===== config.mk =====
export PLATFORM = sky130hd
export DESIGN_NAME = differential_drive_ramp_controller_core
export DESIGN_NICKNAME = d
export VERILOG_FILES = /design/src/hdl/ddrc_pkg.sv /design/src/hdl/ddrc_front.sv /design/src/hdl/ddrc_fifo.sv /design/src/hdl/ddrc_div.sv /design/src/hdl/ddrc_back.sv /design/src/hdl/differential_drive_ramp_controller_core.sv
export SDC_FILE = /design/constraint.sdc
export NUM_CORES = 1
export LEC_CHECK = 0
export BUFFER_PORTS_ARGS = -buffer_cell sky130_fd_sc_hd__buf_2
export CAP_MARGIN = 20
export CORE_UTILIZATION = 41
export DETAILED_ROUTE_END_ITERATION = 10
export PLACE_DENSITY = 0.57
export SLEW_MARGIN = 20
export SYNTH_ARGS = -nofsm -noshare
export SYNTH_HDL_FRONTEND = slang
export SYNTH_HIERARCHICAL = 1
export SYNTH_SLANG_ARGS = --single-unit

===== constraint.sdc =====
create_clock -name clock -period 18.35 [get_ports clock]
set_clock_uncertainty 0.1 [all_clocks]
set_input_delay 1.835 -clock clock [delete_from_list [all_inputs] [get_ports clock]]
set_output_delay 1.835 -clock clock [all_outputs]
set_load 0.005 [all_outputs]

===== src/hdl/ddrc_pkg.sv =====
// Shared types and constants for the differential drive ramp controller.
// Holds the command codes, the queue entry layout and the back-end states.
// No dependencies.
package ddrc_pkg;

   // Field widths
   localparam int PCT_W      = 16;
   localparam int WHEEL_W    = 9;
   localparam int PWM_W      = 8;
   localparam int STEP_W     = 8;
   localparam int INTERVAL_W = 16;
   localparam int OFS_W      = 8;

   // Configuration port
   localparam int CSR_ADDR_W = 4;
   localparam int CSR_DATA_W = 32;
   localparam int CSR_IDX_W  = 2;

   typedef enum logic [CSR_IDX_W-1:0] {
      REG_MAX_PWM       = 2'd0,
      REG_RAMP_STEP     = 2'd1,
      REG_RAMP_INTERVAL = 2'd2
   } reg_index_type;

   localparam logic [PWM_W-1:0]      MAX_PWM_RESET       = 8'd200;
   localparam logic [STEP_W-1:0]     RAMP_STEP_RESET     = 8'd8;
   localparam logic [INTERVAL_W-1:0] RAMP_INTERVAL_RESET = 16'd20;

   // Command codes
   typedef enum logic [2:0] {
      CMD_TICK       = 3'd0,
      CMD_DRIVE      = 3'd1,
      CMD_SET_TARGET = 3'd2,
      CMD_SOFT_STOP  = 3'd3,
      CMD_STOP       = 3'd4,
      CMD_ESTOP      = 3'd5,
      CMD_CLEAR      = 3'd6
   } cmd_type;

   // Percent clamp limit
   localparam logic signed [PCT_W-1:0] PCT_LIMIT = 16'sd100;

   // Queue between front and back
   localparam int QUEUE_DEPTH = 2;

   // Arithmetic: shared multiplier, reciprocal of 100, scaling divider
   localparam int MUL_W       = 17;
   localparam int PROD_W      = 17;
   localparam int BIG_W       = 10;
   localparam int REC_Q_W     = 10;
   localparam int RECIP_SHIFT = 23;
   localparam logic [MUL_W-1:0] RECIP_100 = 17'd83887;

   // One classified command waiting for the back end
   typedef struct packed {
      logic [2:0]                 cmd;
      logic [OFS_W-1:0]           fwd_ofs;
      logic [OFS_W-1:0]           turn_ofs;
      logic signed [WHEEL_W-1:0]  left_goal;
      logic signed [WHEEL_W-1:0]  right_goal;
      logic                       driver_ok;
   } entry_type;

   typedef enum logic [3:0] {
      BK_IDLE,
      BK_MUL_F,
      BK_REC_F,
      BK_MUL_T,
      BK_REC_T,
      BK_MIX,
      BK_MUL_L,
      BK_DIV_L,
      BK_MUL_R,
      BK_DIV_R,
      BK_FINISH
   } back_state_type;

endpackage


===== src/hdl/ddrc_front.sv =====
// Front end: takes command beats and classifies them into queue entries.
// Clamps percent demands and wheel targets. Depends on ddrc_pkg.
module ddrc_front (
   input  logic                                req_valid,
   output logic                                req_stall,
   input  logic [2:0]                          req_command,
   input  logic signed [ddrc_pkg::PCT_W-1:0]   req_forward_percent,
   input  logic signed [ddrc_pkg::PCT_W-1:0]   req_turn_percent,
   input  logic signed [ddrc_pkg::PCT_W-1:0]   req_left_request,
   input  logic signed [ddrc_pkg::PCT_W-1:0]   req_right_request,
   input  logic                                req_driver_ok,
   input  logic [ddrc_pkg::PWM_W-1:0]          max_pwm,
   input  logic                                queue_full,
   output logic                                push,
   output ddrc_pkg::entry_type                 entry
);

   // Clamp a percent to +-100 and offset it to 0..200
   function automatic logic [ddrc_pkg::OFS_W-1:0] pct_offset(
      input logic signed [ddrc_pkg::PCT_W-1:0] pct);
      logic signed [ddrc_pkg::PCT_W-1:0] c;
      logic signed [ddrc_pkg::PCT_W-1:0] s;
      c = pct;
      if (pct < -ddrc_pkg::PCT_LIMIT) c = -ddrc_pkg::PCT_LIMIT;
      if (pct > ddrc_pkg::PCT_LIMIT) c = ddrc_pkg::PCT_LIMIT;
      s = c + ddrc_pkg::PCT_LIMIT;
      return s[ddrc_pkg::OFS_W-1:0];
   endfunction

   // Clamp a wheel request to +-max_pwm
   function automatic logic signed [ddrc_pkg::WHEEL_W-1:0] clamp_goal(
      input logic signed [ddrc_pkg::PCT_W-1:0] v,
      input logic [ddrc_pkg::PWM_W-1:0]        m);
      logic signed [ddrc_pkg::PCT_W-1:0] hi;
      logic signed [ddrc_pkg::PCT_W-1:0] lo;
      logic signed [ddrc_pkg::PCT_W-1:0] c;
      hi = $signed({{(ddrc_pkg::PCT_W-ddrc_pkg::PWM_W){1'b0}}, m});
      lo = -hi;
      c  = v;
      if (v < lo) c = lo;
      if (v > hi) c = hi;
      return c[ddrc_pkg::WHEEL_W-1:0];
   endfunction

   // Hold the channel while the queue is full
   assign req_stall = queue_full;
   assign push      = req_valid && !queue_full;

   // Build the queue entry
   always_comb begin
      entry.cmd        = req_command;
      entry.fwd_ofs    = pct_offset(req_forward_percent);
      entry.turn_ofs   = pct_offset(req_turn_percent);
      entry.left_goal  = clamp_goal(req_left_request, max_pwm);
      entry.right_goal = clamp_goal(req_right_request, max_pwm);
      entry.driver_ok  = req_driver_ok;
   end

endmodule


===== src/hdl/ddrc_fifo.sv =====
// Short command queue between the front and back ends.
// Register-based ring buffer of entry_type. Depends on ddrc_pkg.
module ddrc_fifo #(
   parameter int DEPTH = ddrc_pkg::QUEUE_DEPTH
) (
   input  logic                clock,
   input  logic                reset,
   input  logic                push,
   input  ddrc_pkg::entry_type push_entry,
   input  logic                pop,
   output ddrc_pkg::entry_type head,
   output logic                full,
   output logic                empty
);

   localparam int PTR_W = $clog2(DEPTH);
   localparam int CNT_W = $clog2(DEPTH + 1);

   ddrc_pkg::entry_type mem_ff [DEPTH];
   logic [PTR_W-1:0] wr_ptr_ff, wr_ptr_in;
   logic [PTR_W-1:0] rd_ptr_ff, rd_ptr_in;
   logic [CNT_W-1:0] count_ff, count_in;

   assign full  = (count_ff == CNT_W'(DEPTH));
   assign empty = (count_ff == '0);
   assign head  = mem_ff[rd_ptr_ff];

   // Advance pointers and occupancy
   always_comb begin
      wr_ptr_in = wr_ptr_ff;
      rd_ptr_in = rd_ptr_ff;
      count_in  = count_ff;
      if (push) begin
         wr_ptr_in = (wr_ptr_ff == PTR_W'(DEPTH - 1)) ? '0 : wr_ptr_ff + 1'b1;
      end
      if (pop) begin
         rd_ptr_in = (rd_ptr_ff == PTR_W'(DEPTH - 1)) ? '0 : rd_ptr_ff + 1'b1;
      end
      if (push && !pop) begin
         count_in = count_ff + 1'b1;
      end else if (pop && !push) begin
         count_in = count_ff - 1'b1;
      end
   end

   always_ff @(posedge clock) begin
      if (reset) begin
         wr_ptr_ff <= '0;
         rd_ptr_ff <= '0;
         count_ff  <= '0;
      end else begin
         wr_ptr_ff <= wr_ptr_in;
         rd_ptr_ff <= rd_ptr_in;
         count_ff  <= count_in;
      end
   end

   // Store entries
   always_ff @(posedge clock) begin
      if (push) begin
         mem_ff[wr_ptr_ff] <= push_entry;
      end
   end

   a_no_overflow: assert property (@(posedge clock) disable iff (reset)
      push |-> !full)
      else $error("queue written while full");

   a_no_underflow: assert property (@(posedge clock) disable iff (reset)
      pop |-> !empty)
      else $error("queue read while empty");

endmodule


===== src/hdl/ddrc_div.sv =====
// Restoring divider, one quotient bit per cycle, for wheel scaling.
// Unsigned operands; divisor must be nonzero. No package dependency beyond defaults.
module ddrc_div #(
   parameter int DIVIDEND_W = ddrc_pkg::PROD_W,
   parameter int DIVISOR_W  = ddrc_pkg::BIG_W
) (
   input  logic                  clock,
   input  logic                  reset,
   input  logic                  start,
   input  logic [DIVIDEND_W-1:0] dividend,
   input  logic [DIVISOR_W-1:0]  divisor,
   output logic                  done,
   output logic [DIVIDEND_W-1:0] quotient
);

   localparam int CNT_W = $clog2(DIVIDEND_W + 1);

   logic                  busy_ff, busy_in;
   logic [CNT_W-1:0]      cnt_ff, cnt_in;
   logic [DIVISOR_W-1:0]  rem_ff, rem_in;
   logic [DIVIDEND_W-1:0] quo_ff, quo_in;
   logic [DIVISOR_W-1:0]  dsor_ff, dsor_in;
   logic [DIVISOR_W:0]    shifted;
   logic [DIVISOR_W:0]    diff;
   logic                  fits;

   assign shifted  = {rem_ff, quo_ff[DIVIDEND_W-1]};
   assign diff     = shifted - {1'b0, dsor_ff};
   assign fits     = (shifted >= {1'b0, dsor_ff});
   assign done     = busy_ff && (cnt_ff == '0);
   assign quotient = quo_ff;

   // Load on start, shift-subtract until the count runs out
   always_comb begin
      busy_in = busy_ff;
      cnt_in  = cnt_ff;
      rem_in  = rem_ff;
      quo_in  = quo_ff;
      dsor_in = dsor_ff;
      if (start) begin
         busy_in = 1'b1;
         cnt_in  = CNT_W'(DIVIDEND_W);
         rem_in  = '0;
         quo_in  = dividend;
         dsor_in = divisor;
      end else if (done) begin
         busy_in = 1'b0;
      end else if (busy_ff) begin
         cnt_in = cnt_ff - 1'b1;
         rem_in = fits ? diff[DIVISOR_W-1:0] : shifted[DIVISOR_W-1:0];
         quo_in = {quo_ff[DIVIDEND_W-2:0], fits};
      end
   end

   always_ff @(posedge clock) begin
      if (reset) begin
         busy_ff <= 1'b0;
         cnt_ff  <= '0;
      end else begin
         busy_ff <= busy_in;
         cnt_ff  <= cnt_in;
      end
   end

   always_ff @(posedge clock) begin
      rem_ff  <= rem_in;
      quo_ff  <= quo_in;
      dsor_ff <= dsor_in;
   end

endmodule


===== src/hdl/ddrc_back.sv =====
// Back end: executes queued commands, holds wheel state and the result register.
// Drive mixing uses one shared multiplier and the ddrc_div unit. Depends on ddrc_pkg.
module ddrc_back (
   input  logic                                    clock,
   input  logic                                    reset,
   input  ddrc_pkg::entry_type                     head,
   input  logic                                    queue_empty,
   output logic                                    pop,
   input  logic [ddrc_pkg::PWM_W-1:0]              max_pwm,
   input  logic [ddrc_pkg::STEP_W-1:0]             ramp_step,
   input  logic [ddrc_pkg::INTERVAL_W-1:0]         ramp_interval,
   output logic                                    rsp_valid,
   input  logic                                    rsp_stall,
   output logic                                    rsp_accepted,
   output logic signed [ddrc_pkg::WHEEL_W-1:0]     rsp_left_drive,
   output logic signed [ddrc_pkg::WHEEL_W-1:0]     rsp_right_drive,
   output logic                                    rsp_speeds_issued,
   output logic                                    rsp_stop_issued,
   output logic                                    rsp_halted
);

   localparam int W  = ddrc_pkg::WHEEL_W;
   localparam int MW = ddrc_pkg::MUL_W;
   localparam int BW = ddrc_pkg::BIG_W;

   // Step a level toward its goal by at most step
   function automatic logic signed [W-1:0] move_toward(
      input logic signed [W-1:0]             cur,
      input logic signed [W-1:0]             goal,
      input logic [ddrc_pkg::STEP_W-1:0]     step);
      logic signed [W+1:0] c;
      logic signed [W+1:0] g;
      logic signed [W+1:0] s;
      logic signed [W+1:0] n;
      c = (W+2)'(cur);
      g = (W+2)'(goal);
      s = $signed({{(W+2-ddrc_pkg::STEP_W){1'b0}}, step});
      n = c;
      if (c < g) begin
         n = c + s;
         if (n > g) n = g;
      end else if (c > g) begin
         n = c - s;
         if (n < g) n = g;
      end
      return n[W-1:0];
   endfunction

   ddrc_pkg::back_state_type state_ff, state_in;
   ddrc_pkg::entry_type      item_ff, item_in;

   // Drive datapath
   logic [MW-1:0]           acc_ff, acc_in;
   logic signed [BW-1:0]    f_ff, f_in;
   logic signed [BW-1:0]    t_ff, t_in;
   logic [BW-1:0]           mag_l_ff, mag_l_in;
   logic [BW-1:0]           mag_r_ff, mag_r_in;
   logic                    neg_l_ff, neg_l_in;
   logic                    neg_r_ff, neg_r_in;
   logic [BW-1:0]           big_ff, big_in;
   logic signed [W-1:0]     drv_l_ff, drv_l_in;
   logic signed [W-1:0]     drv_r_ff, drv_r_in;

   // Architectural state
   logic signed [W-1:0]     goal_l_ff, goal_l_in;
   logic signed [W-1:0]     goal_r_ff, goal_r_in;
   logic signed [W-1:0]     level_l_ff, level_l_in;
   logic signed [W-1:0]     level_r_ff, level_r_in;
   logic                    halt_ff, halt_in;
   logic [ddrc_pkg::INTERVAL_W-1:0] elapsed_ff, elapsed_in;

   // Result register
   logic                    rsp_valid_ff, rsp_valid_in;
   logic                    rsp_accepted_ff, rsp_accepted_in;
   logic signed [W-1:0]     rsp_left_ff, rsp_left_in;
   logic signed [W-1:0]     rsp_right_ff, rsp_right_in;
   logic                    rsp_issued_ff, rsp_issued_in;
   logic                    rsp_stop_ff, rsp_stop_in;
   logic                    rsp_halted_ff, rsp_halted_in;

   // Shared multiplier
   logic [MW-1:0]           mul_a;
   logic [MW-1:0]           mul_b;
   logic [2*MW-1:0]         prod;
   logic [ddrc_pkg::REC_Q_W-1:0] rec_q;
   logic signed [BW:0]      rec_val;

   // Mixing
   logic signed [BW:0]      l_sum;
   logic signed [BW:0]      r_sum;
   logic signed [BW:0]      l_abs;
   logic signed [BW:0]      r_abs;
   logic [BW-1:0]           big_now;

   // Divider
   logic                    div_start;
   logic                    div_done;
   logic [ddrc_pkg::PROD_W-1:0] div_quotient;
   logic signed [W-1:0]     q_s;

   // Tick
   logic [ddrc_pkg::INTERVAL_W-1:0] elapsed_inc;
   logic                    ramp_due;
   logic signed [W-1:0]     next_l;
   logic signed [W-1:0]     next_r;
   logic                    changed;
   logic                    out_free;
   logic signed [BW-1:0]    m_s;

   ddrc_div #(
      .DIVIDEND_W (ddrc_pkg::PROD_W),
      .DIVISOR_W  (BW)
   ) u_div (
      .clock    (clock),
      .reset    (reset),
      .start    (div_start),
      .dividend (prod[ddrc_pkg::PROD_W-1:0]),
      .divisor  (big_ff),
      .done     (div_done),
      .quotient (div_quotient)
   );

   // Select multiplier operands by sequencer step
   always_comb begin
      mul_a = '0;
      mul_b = '0;
      case (state_ff)
         ddrc_pkg::BK_MUL_F: begin
            mul_a = MW'(item_ff.fwd_ofs);
            mul_b = MW'(max_pwm);
         end
         ddrc_pkg::BK_MUL_T: begin
            mul_a = MW'(item_ff.turn_ofs);
            mul_b = MW'(max_pwm);
         end
         ddrc_pkg::BK_REC_F, ddrc_pkg::BK_REC_T: begin
            mul_a = acc_ff;
            mul_b = ddrc_pkg::RECIP_100;
         end
         ddrc_pkg::BK_MUL_L: begin
            mul_a = MW'(mag_l_ff);
            mul_b = MW'(max_pwm);
         end
         ddrc_pkg::BK_MUL_R: begin
            mul_a = MW'(mag_r_ff);
            mul_b = MW'(max_pwm);
         end
         default: ;
      endcase
   end

   assign prod    = mul_a * mul_b;
   assign rec_q   = prod[ddrc_pkg::RECIP_SHIFT +: ddrc_pkg::REC_Q_W];
   assign rec_val = $signed({1'b0, rec_q}) - $signed({{(BW+1-ddrc_pkg::PWM_W){1'b0}}, max_pwm});

   // Mix forward and turn
   assign l_sum   = (BW+1)'(f_ff) + (BW+1)'(t_ff);
   assign r_sum   = (BW+1)'(f_ff) - (BW+1)'(t_ff);
   assign l_abs   = l_sum[BW] ? -l_sum : l_sum;
   assign r_abs   = r_sum[BW] ? -r_sum : r_sum;
   assign big_now = (r_abs[BW-1:0] > l_abs[BW-1:0]) ? r_abs[BW-1:0] : l_abs[BW-1:0];
   assign q_s     = $signed({1'b0, div_quotient[W-2:0]});

   // Tick bookkeeping
   assign elapsed_inc = (elapsed_ff == '1) ? elapsed_ff : elapsed_ff + 1'b1;
   assign ramp_due    = (elapsed_inc >= ramp_interval);
   assign next_l      = move_toward(level_l_ff, goal_l_ff, ramp_step);
   assign next_r      = move_toward(level_r_ff, goal_r_ff, ramp_step);
   assign changed     = (next_l != level_l_ff) || (next_r != level_r_ff);
   assign out_free    = !rsp_valid_ff || !rsp_stall;
   assign m_s         = $signed({{(BW-ddrc_pkg::PWM_W){1'b0}}, max_pwm});

   // Sequencer: next state, datapath and command execution
   always_comb begin
      state_in        = state_ff;
      item_in         = item_ff;
      acc_in          = acc_ff;
      f_in            = f_ff;
      t_in            = t_ff;
      mag_l_in        = mag_l_ff;
      mag_r_in        = mag_r_ff;
      neg_l_in        = neg_l_ff;
      neg_r_in        = neg_r_ff;
      big_in          = big_ff;
      drv_l_in        = drv_l_ff;
      drv_r_in        = drv_r_ff;
      goal_l_in       = goal_l_ff;
      goal_r_in       = goal_r_ff;
      level_l_in      = level_l_ff;
      level_r_in      = level_r_ff;
      halt_in         = halt_ff;
      elapsed_in      = elapsed_ff;
      rsp_valid_in    = rsp_valid_ff && rsp_stall;
      rsp_accepted_in = rsp_accepted_ff;
      rsp_left_in     = rsp_left_ff;
      rsp_right_in    = rsp_right_ff;
      rsp_issued_in   = rsp_issued_ff;
      rsp_stop_in     = rsp_stop_ff;
      rsp_halted_in   = rsp_halted_ff;
      pop             = 1'b0;
      div_start       = 1'b0;

      case (state_ff)
         // Take the next entry
         ddrc_pkg::BK_IDLE: begin
            if (!queue_empty) begin
               pop     = 1'b1;
               item_in = head;
               if (head.cmd == ddrc_pkg::CMD_DRIVE && !halt_ff) begin
                  state_in = ddrc_pkg::BK_MUL_F;
               end else begin
                  state_in = ddrc_pkg::BK_FINISH;
               end
            end
         end
         ddrc_pkg::BK_MUL_F: begin
            acc_in   = prod[MW-1:0];
            state_in = ddrc_pkg::BK_REC_F;
         end
         ddrc_pkg::BK_REC_F: begin
            f_in     = rec_val[BW-1:0];
            state_in = ddrc_pkg::BK_MUL_T;
         end
         ddrc_pkg::BK_MUL_T: begin
            acc_in   = prod[MW-1:0];
            state_in = ddrc_pkg::BK_REC_T;
         end
         ddrc_pkg::BK_REC_T: begin
            t_in     = rec_val[BW-1:0];
            state_in = ddrc_pkg::BK_MIX;
         end
         // Mix and decide whether to scale down
         ddrc_pkg::BK_MIX: begin
            mag_l_in = l_abs[BW-1:0];
            mag_r_in = r_abs[BW-1:0];
            neg_l_in = l_sum[BW];
            neg_r_in = r_sum[BW];
            big_in   = big_now;
            drv_l_in = l_sum[W-1:0];
            drv_r_in = r_sum[W-1:0];
            if (big_now > BW'(max_pwm)) begin
               state_in = ddrc_pkg::BK_MUL_L;
            end else begin
               state_in = ddrc_pkg::BK_FINISH;
            end
         end
         ddrc_pkg::BK_MUL_L: begin
            div_start = 1'b1;
            state_in  = ddrc_pkg::BK_DIV_L;
         end
         ddrc_pkg::BK_DIV_L: begin
            if (div_done) begin
               drv_l_in = neg_l_ff ? -q_s : q_s;
               state_in = ddrc_pkg::BK_MUL_R;
            end
         end
         ddrc_pkg::BK_MUL_R: begin
            div_start = 1'b1;
            state_in  = ddrc_pkg::BK_DIV_R;
         end
         ddrc_pkg::BK_DIV_R: begin
            if (div_done) begin
               drv_r_in = neg_r_ff ? -q_s : q_s;
               state_in = ddrc_pkg::BK_FINISH;
            end
         end
         // Commit the command once the result register is free
         ddrc_pkg::BK_FINISH: begin
            if (out_free) begin
               rsp_valid_in    = 1'b1;
               rsp_accepted_in = 1'b0;
               rsp_issued_in   = 1'b0;
               rsp_stop_in     = 1'b0;
               state_in        = ddrc_pkg::BK_IDLE;
               case (item_ff.cmd)
                  ddrc_pkg::CMD_TICK: begin
                     if (halt_ff) begin
                        rsp_stop_in = 1'b1;
                     end else begin
                        elapsed_in = elapsed_inc;
                        if (ramp_due) begin
                           elapsed_in = '0;
                           if (changed) begin
                              rsp_issued_in = 1'b1;
                              if (item_ff.driver_ok) begin
                                 level_l_in = next_l;
                                 level_r_in = next_r;
                              end
                           end
                        end
                     end
                  end
                  ddrc_pkg::CMD_DRIVE: begin
                     if (!halt_ff) begin
                        goal_l_in       = drv_l_ff;
                        goal_r_in       = drv_r_ff;
                        rsp_accepted_in = 1'b1;
                     end
                  end
                  ddrc_pkg::CMD_SET_TARGET: begin
                     if (!halt_ff) begin
                        goal_l_in       = item_ff.left_goal;
                        goal_r_in       = item_ff.right_goal;
                        rsp_accepted_in = 1'b1;
                     end
                  end
                  ddrc_pkg::CMD_SOFT_STOP: begin
                     if (!halt_ff) begin
                        goal_l_in = '0;
                        goal_r_in = '0;
                     end
                  end
                  ddrc_pkg::CMD_STOP: begin
                     goal_l_in   = '0;
                     goal_r_in   = '0;
                     level_l_in  = '0;
                     level_r_in  = '0;
                     rsp_stop_in = 1'b1;
                  end
                  ddrc_pkg::CMD_ESTOP: begin
                     halt_in     = 1'b1;
                     goal_l_in   = '0;
                     goal_r_in   = '0;
                     level_l_in  = '0;
                     level_r_in  = '0;
                     rsp_stop_in = 1'b1;
                  end
                  ddrc_pkg::CMD_CLEAR: begin
                     halt_in    = 1'b0;
                     elapsed_in = '0;
                  end
                  default: ;
               endcase
               // Issued speeds, else the levels after the command
               if (rsp_issued_in) begin
                  rsp_left_in  = next_l;
                  rsp_right_in = next_r;
               end else begin
                  rsp_left_in  = level_l_in;
                  rsp_right_in = level_r_in;
               end
               rsp_halted_in = halt_in;
            end
         end
         default: begin
            state_in = ddrc_pkg::BK_IDLE;
         end
      endcase
   end

   // Control and architectural state
   always_ff @(posedge clock) begin
      if (reset) begin
         state_ff     <= ddrc_pkg::BK_IDLE;
         goal_l_ff    <= '0;
         goal_r_ff    <= '0;
         level_l_ff   <= '0;
         level_r_ff   <= '0;
         halt_ff      <= 1'b0;
         elapsed_ff   <= '0;
         rsp_valid_ff <= 1'b0;
      end else begin
         state_ff     <= state_in;
         goal_l_ff    <= goal_l_in;
         goal_r_ff    <= goal_r_in;
         level_l_ff   <= level_l_in;
         level_r_ff   <= level_r_in;
         halt_ff      <= halt_in;
         elapsed_ff   <= elapsed_in;
         rsp_valid_ff <= rsp_valid_in;
      end
   end

   // Working and result payload
   always_ff @(posedge clock) begin
      item_ff         <= item_in;
      acc_ff          <= acc_in;
      f_ff            <= f_in;
      t_ff            <= t_in;
      mag_l_ff        <= mag_l_in;
      mag_r_ff        <= mag_r_in;
      neg_l_ff        <= neg_l_in;
      neg_r_ff        <= neg_r_in;
      big_ff          <= big_in;
      drv_l_ff        <= drv_l_in;
      drv_r_ff        <= drv_r_in;
      rsp_accepted_ff <= rsp_accepted_in;
      rsp_left_ff     <= rsp_left_in;
      rsp_right_ff    <= rsp_right_in;
      rsp_issued_ff   <= rsp_issued_in;
      rsp_stop_ff     <= rsp_stop_in;
      rsp_halted_ff   <= rsp_halted_in;
   end

   assign rsp_valid         = rsp_valid_ff;
   assign rsp_accepted      = rsp_accepted_ff;
   assign rsp_left_drive    = rsp_left_ff;
   assign rsp_right_drive   = rsp_right_ff;
   assign rsp_speeds_issued = rsp_issued_ff;
   assign rsp_stop_issued   = rsp_stop_ff;
   assign rsp_halted        = rsp_halted_ff;

   a_accept_not_stop: assert property (@(posedge clock) disable iff (reset)
      rsp_valid_ff |-> !(rsp_accepted_ff && rsp_stop_ff))
      else $error("command both taken and stopped");

   a_issue_not_halted: assert property (@(posedge clock) disable iff (reset)
      rsp_valid_ff && rsp_issued_ff |-> !rsp_halted_ff)
      else $error("speeds issued while halted");

   a_goal_in_range: assert property (@(posedge clock) disable iff (reset)
      rsp_valid_ff && rsp_accepted_ff |->
         goal_l_ff <= m_s && goal_l_ff >= -m_s &&
         goal_r_ff <= m_s && goal_r_ff >= -m_s)
      else $error("wheel goal beyond max_pwm");

endmodule


===== src/hdl/differential_drive_ramp_controller_core.sv =====
// Top level of the differential drive ramp controller.
// Holds the configuration registers and wires ddrc_front, ddrc_fifo and ddrc_back.
// Depends on ddrc_pkg.

// Two-wheel drive controller with slew-rate limiting. Each command beat goes
// through a short queue to a back end that executes one command at a time and
// returns exactly one result beat. Tick, set target, stops and clear are
// fetched and then committed in the back end. Drive forms the forward and turn
// values on the sequencer's shared 17x17 multiplier and mixes them; when the
// mix exceeds max_pwm, both wheels are scaled on the multiplier and the
// bit-serial divider. The front end keeps taking beats while the queue has
// room, and the result register lets the back end fetch the next command while
// a result waits. Configuration is at byte addresses 0 (max_pwm), 4 (ramp_step)
// and 8 (ramp_interval_ms); a written 0 is stored as 1.
module differential_drive_ramp_controller_core #(
   parameter int QUEUE_DEPTH = ddrc_pkg::QUEUE_DEPTH
) (
   input  logic                                    clock,
   input  logic                                    reset,
   input  logic                                    req_valid,
   output logic                                    req_stall,
   input  logic [2:0]                              req_command,
   input  logic signed [ddrc_pkg::PCT_W-1:0]       req_forward_percent,
   input  logic signed [ddrc_pkg::PCT_W-1:0]       req_turn_percent,
   input  logic signed [ddrc_pkg::PCT_W-1:0]       req_left_request,
   input  logic signed [ddrc_pkg::PCT_W-1:0]       req_right_request,
   input  logic                                    req_driver_ok,
   output logic                                    rsp_valid,
   input  logic                                    rsp_stall,
   output logic                                    rsp_accepted,
   output logic signed [ddrc_pkg::WHEEL_W-1:0]     rsp_left_drive,
   output logic signed [ddrc_pkg::WHEEL_W-1:0]     rsp_right_drive,
   output logic                                    rsp_speeds_issued,
   output logic                                    rsp_stop_issued,
   output logic                                    rsp_halted,
   input  logic                                    csr_psel,
   input  logic                                    csr_penable,
   input  logic                                    csr_pwrite,
   input  logic [ddrc_pkg::CSR_ADDR_W-1:0]         csr_paddr,
   input  logic [ddrc_pkg::CSR_DATA_W-1:0]         csr_pwdata,
   output logic [ddrc_pkg::CSR_DATA_W-1:0]         csr_prdata,
   output logic                                    csr_pready
);

   logic [ddrc_pkg::PWM_W-1:0]      max_pwm_ff, max_pwm_in;
   logic [ddrc_pkg::STEP_W-1:0]     ramp_step_ff, ramp_step_in;
   logic [ddrc_pkg::INTERVAL_W-1:0] interval_ff, interval_in;
   logic [ddrc_pkg::CSR_IDX_W-1:0]  csr_idx;
   logic                            csr_write;

   logic                queue_push;
   logic                queue_pop;
   logic                queue_full;
   logic                queue_empty;
   ddrc_pkg::entry_type push_entry;
   ddrc_pkg::entry_type queue_head;

   assign csr_pready = 1'b1;
   assign csr_idx    = csr_paddr[ddrc_pkg::CSR_ADDR_W-1:2];
   assign csr_write  = csr_psel && csr_penable && csr_pwrite;

   // Register writes; a zero is stored as one
   always_comb begin
      max_pwm_in   = max_pwm_ff;
      ramp_step_in = ramp_step_ff;
      interval_in  = interval_ff;
      if (csr_write) begin
         case (csr_idx)
            ddrc_pkg::REG_MAX_PWM: begin
               max_pwm_in = (csr_pwdata[ddrc_pkg::PWM_W-1:0] == '0) ?
                            ddrc_pkg::PWM_W'(1) : csr_pwdata[ddrc_pkg::PWM_W-1:0];
            end
            ddrc_pkg::REG_RAMP_STEP: begin
               ramp_step_in = (csr_pwdata[ddrc_pkg::STEP_W-1:0] == '0) ?
                              ddrc_pkg::STEP_W'(1) : csr_pwdata[ddrc_pkg::STEP_W-1:0];
            end
            ddrc_pkg::REG_RAMP_INTERVAL: begin
               interval_in = (csr_pwdata[ddrc_pkg::INTERVAL_W-1:0] == '0) ?
                             ddrc_pkg::INTERVAL_W'(1) : csr_pwdata[ddrc_pkg::INTERVAL_W-1:0];
            end
            default: ;
         endcase
      end
   end

   // Register reads
   always_comb begin
      case (csr_idx)
         ddrc_pkg::REG_MAX_PWM:       csr_prdata = ddrc_pkg::CSR_DATA_W'(max_pwm_ff);
         ddrc_pkg::REG_RAMP_STEP:     csr_prdata = ddrc_pkg::CSR_DATA_W'(ramp_step_ff);
         ddrc_pkg::REG_RAMP_INTERVAL: csr_prdata = ddrc_pkg::CSR_DATA_W'(interval_ff);
         default:                     csr_prdata = '0;
      endcase
   end

   always_ff @(posedge clock) begin
      if (reset) begin
         max_pwm_ff   <= ddrc_pkg::MAX_PWM_RESET;
         ramp_step_ff <= ddrc_pkg::RAMP_STEP_RESET;
         interval_ff  <= ddrc_pkg::RAMP_INTERVAL_RESET;
      end else begin
         max_pwm_ff   <= max_pwm_in;
         ramp_step_ff <= ramp_step_in;
         interval_ff  <= interval_in;
      end
   end

   ddrc_front u_front (
      .req_valid           (req_valid),
      .req_stall           (req_stall),
      .req_command         (req_command),
      .req_forward_percent (req_forward_percent),
      .req_turn_percent    (req_turn_percent),
      .req_left_request    (req_left_request),
      .req_right_request   (req_right_request),
      .req_driver_ok       (req_driver_ok),
      .max_pwm             (max_pwm_ff),
      .queue_full          (queue_full),
      .push                (queue_push),
      .entry               (push_entry)
   );

   ddrc_fifo #(
      .DEPTH (QUEUE_DEPTH)
   ) u_fifo (
      .clock      (clock),
      .reset      (reset),
      .push       (queue_push),
      .push_entry (push_entry),
      .pop        (queue_pop),
      .head       (queue_head),
      .full       (queue_full),
      .empty      (queue_empty)
   );

   ddrc_back u_back (
      .clock             (clock),
      .reset             (reset),
      .head              (queue_head),
      .queue_empty       (queue_empty),
      .pop               (queue_pop),
      .max_pwm           (max_pwm_ff),
      .ramp_step         (ramp_step_ff),
      .ramp_interval     (interval_ff),
      .rsp_valid         (rsp_valid),
      .rsp_stall         (rsp_stall),
      .rsp_accepted      (rsp_accepted),
      .rsp_left_drive    (rsp_left_drive),
      .rsp_right_drive   (rsp_right_drive),
      .rsp_speeds_issued (rsp_speeds_issued),
      .rsp_stop_issued   (rsp_stop_issued),
      .rsp_halted        (rsp_halted)
   );

endmodule

==> results summary <==
The clock reaches the later pin of the worst-skew pair after 0.60 ns. The post-detailed-route count of antenna-violating nets came out at 0. The die span in y came out at 282 µm.

In this run the post-CTS setup repair buffer count came out at 0. Among all flip-flop cells after synthesis, the most frequent one is sky130_fd_sc_hd__edfxtp_1. After technology mapping, the gate count stands at 3,360.

The relative area change from synthesis to final layout is 9.34%. The number of register bits inferred by synthesis came out at 359. Registers take 9670 µm². The via density per instance is 5.51. The count of buffers inserted at the top-level ports came out at 132. The die is 282 µm wide.

Clock-pin slew was measured on the worst setup and hold paths at 0.06 ns. The setup path with the least slack is of type flop to flop. Data on the critical path arrives at its endpoint at 11.19 ns.

The slowest stage of the critical path is the sky130_fd_sc_hd__nor4b_2 cell. The post-detailed-placement cell area is 33,800 µm². The busiest metal layer after global routing is met2. The share of cells above drive strength 1 came out at 0.115.

No sink is reached through more buffers than the 3 on the longest clock path. Post-CTS repair changed the size of 0 cells. The buffer cell driving the clock tree root is sky130_fd_sc_hd__clkbuf_16. The most common cell in the synthesized netlist is sky130_fd_sc_hd__inv_1.

The via count of the first global-routing pass was 23,305. The final setup violation count came out at 0. The number of top-level pins came out at 168.

The cell area after technology mapping is 32,200 µm². The H-tree was split into 2 levels. The count of max-cap constraint violations came out at 0. The critical path endpoint category is a flop. The number of clock sinks seen by CTS came out at 359. The initial antenna violation count is 3. Along the worst path, the maximum fanout reaches 46. The core footprint came out at 77,600 µm². TritonCTS created 43 clock buffers. The met2 global-route usage came out at 0.341. A synthesized cell averages 9.59 µm². The met1 global-route usage is 0.314. The cell area after layout came out at 35,200 µm². Once detailed placement completed, the half-perimeter wirelength came to 68.7 mm.

Headroom to the max-slew limit came out at 0.283. The timing-limited maximum frequency came out at 0.0911 GHz. The number of flops mapped to enable cells by yosys is 248.

The pin count of the biggest net entering global routing is 81. The minimum clock period is 10.97 ns. The die area came out at 79,800 µm².

The worst setup path is launched from a flop. The actual slew at the worst max-slew pin is 1.07 ns. The proportion of synthesized flip-flops having asynchronous set or reset came out at 0. By area the synthesized netlist is led by sky130_fd_sc_hd__edfxtp_1, sky130_fd_sc_hd__ha_1, sky130_fd_sc_hd__fa_1. TritonCTS built the clock tree. Of the post-synthesis cell area, the dominant cell type holds 0.231. sky130_fd_sc_hd__edfxtp_1 takes more of the synthesized area than any other cell. Setup repair after global routing left no endpoint under its margin. The number of DRC violations after detailed-routing iteration 0 is 1,768. The number of remaining DRC errors came out at 0. The via count came out at 24,971. The classification of the worst-slack hold path is flop to flop. The placer congestion estimate is 0.897. Buffers inserted to repair hold after CTS numbered 0. The share of the clock period used by the worst path after layout is 0.598. The final layout net count came out at 4,088. The flow ran to the end, and the final reports show no timing, DRC or antenna violations.

The share of the Yosys chip area taken by registers is 0.300. The combined global-route utilization of all metal layers is 0.217. The count of final max-slew check failures came out at 0. The count of fill cells added during filler insertion came out at 7,637.

The data required time of the critical path is 18.57 ns. The placement row count came out at 102. Summed over all failing endpoints, the final setup total negative slack is 0 ns.

The number of detailed-routing iterations run before antenna repair is 5. The first global-routing pass estimated 134 mm of wire. The count of final hold-check violations is 0. The total wire length after detailed routing came out at 87.1 mm. The final global-route overflow total came out at 0. In the synthesized netlist, the cells that appear most often are sky130_fd_sc_hd__inv_1, sky130_fd_sc_hd__ha_1, sky130_fd_sc_hd__nor2_1. The count of different cell masters after synthesis came out at 131. The initial cell density of the core came out at 0.415. The antenna cell count came out at 0. The met3 track demand over resource in global routing came out at 0.0295. The area of combinational cells with multiple inputs came out at 20,400 µm². The yosys synthesis warning count came out at 6.

The biggest cell delay along the critical path came out at 0.96 ns. Dividing the detail-routed wire length by the instance count gives 19.2 µm.
-- worst max-delay path: cells and delay by family, from the launching register on --
kind / cells / cell delay, ns
simple gates: 7 / 2.04
fa+ha+maj: 8 / 3.19
buf+inv: 4 / 0.60
xor+xnor: 2 / 0.42
compound gates: 14 / 3.47
flops: 1 / 0.89
-- final cells by class --
class                   count  area share
clock inverters            28     0.00827
flip-flops and latches    359       0.274
repair buffers            157      0.0241
clock buffers              51      0.0317
inverters                 425      0.0453
multi-input cells        2469       0.579
well taps                1040      0.0369
-- placed cells by master, fill, tap and decap left out, types with 28 or more instances in the layout --
| cell | n |
|---|---|
| sky130_fd_sc_hd__xnor2_1 | 91 |
| sky130_fd_sc_hd__inv_1 | 424 |
| sky130_fd_sc_hd__a211oi_1 | 58 |
| sky130_fd_sc_hd__a21o_1 | 46 |
| sky130_fd_sc_hd__nor3_1 | 50 |
| sky130_fd_sc_hd__nand2b_1 | 50 |
| sky130_fd_sc_hd__nand4_1 | 45 |
| sky130_fd_sc_hd__buf_2 | 131 |
| sky130_fd_sc_hd__xor2_1 | 33 |
| sky130_fd_sc_hd__edfxtp_1 | 248 |
| sky130_fd_sc_hd__mux2i_1 | 55 |
| sky130_fd_sc_hd__dfxtp_1 | 110 |
| sky130_fd_sc_hd__nor2b_1 | 34 |
| sky130_fd_sc_hd__fa_1 | 163 |
| sky130_fd_sc_hd__nand3_1 | 60 |
| sky130_fd_sc_hd__nand2_1 | 205 |
| sky130_fd_sc_hd__nor2_1 | 261 |
| sky130_fd_sc_hd__o21a_1 | 35 |
| sky130_fd_sc_hd__ha_1 | 359 |
| sky130_fd_sc_hd__a21oi_1 | 151 |
| sky130_fd_sc_hd__nor4_1 | 28 |
| sky130_fd_sc_hd__mux2_2 | 63 |
| sky130_fd_sc_hd__conb_1 | 31 |
| sky130_fd_sc_hd__clkbuf_16 | 43 |
| sky130_fd_sc_hd__a22oi_1 | 48 |
| sky130_fd_sc_hd__o21ai_0 | 124 |
-- path summary, 6_finish.rpt --
path | to | slack, ns | startpoint | depth (start not counted)
worst max-delay path | u_back/t_ff[9] | 7.38 | u_back/state_ff[3] | 35
worst min register to register | u_back/u_div/dsor_ff[9] | 0.32 | u_back/big_ff[9] | 0
worst max register to register | u_back/t_ff[9] | 7.38 | u_back/state_ff[3] | 35
worst min-delay path | u_back/u_div/dsor_ff[9] | 0.32 | u_back/big_ff[9] | 0
-- per-layer routing --
metal  vias up  share of wire
met2       685           0.45
li1      12144              -
met1     12047           0.47
met5         -        0.00015
met4         2          0.019
met3        93          0.057
-- flip-flops by register name, summed over array words and instances (netlist names), 10 cells and up, named ones only --
register and count:
u_fifo/mem_ff 76, u_back/item_ff 38, u_back/acc_ff 17, u_back/u_div/quotient 17, interval_ff 16, u_back/elapsed_ff 16, u_back/f_ff 10, u_back/mag_l_ff 10
u_back/t_ff 10, u_back/u_div/dsor_ff 10, u_back/u_div/rem_ff 10
-- cells by family after synthesis --
family / synth area share
and+or+nand+nor: 0.145
AOI/OAI and AO/OA: 0.166
buffers and inverters: 0.0710
adders and majority gates: 0.241
DFF: 0.300
xor gates and xnor gates: 0.0368
muxes: 0.0402
other: 0.000466
-- per-stage QoR --
stage	cells	worst slack (ns)	hold slack [ns]	utilization
6_report	4529	7.38	0.317	0.454
4_1_cts	4529	7.39	0.320	0.454
3_5_place_dp	4450	7.41	0.305	0.436
3_3_place_gp	4449	7.51	0.304	0.436
5_1_grt	4529	6.66	0.324	0.454
2_1_floorplan	3387	9.29	0.300	-
Power is not shown: default switching activity piles up to over one toggle a cycle in this logic, so the estimate is an artifact.
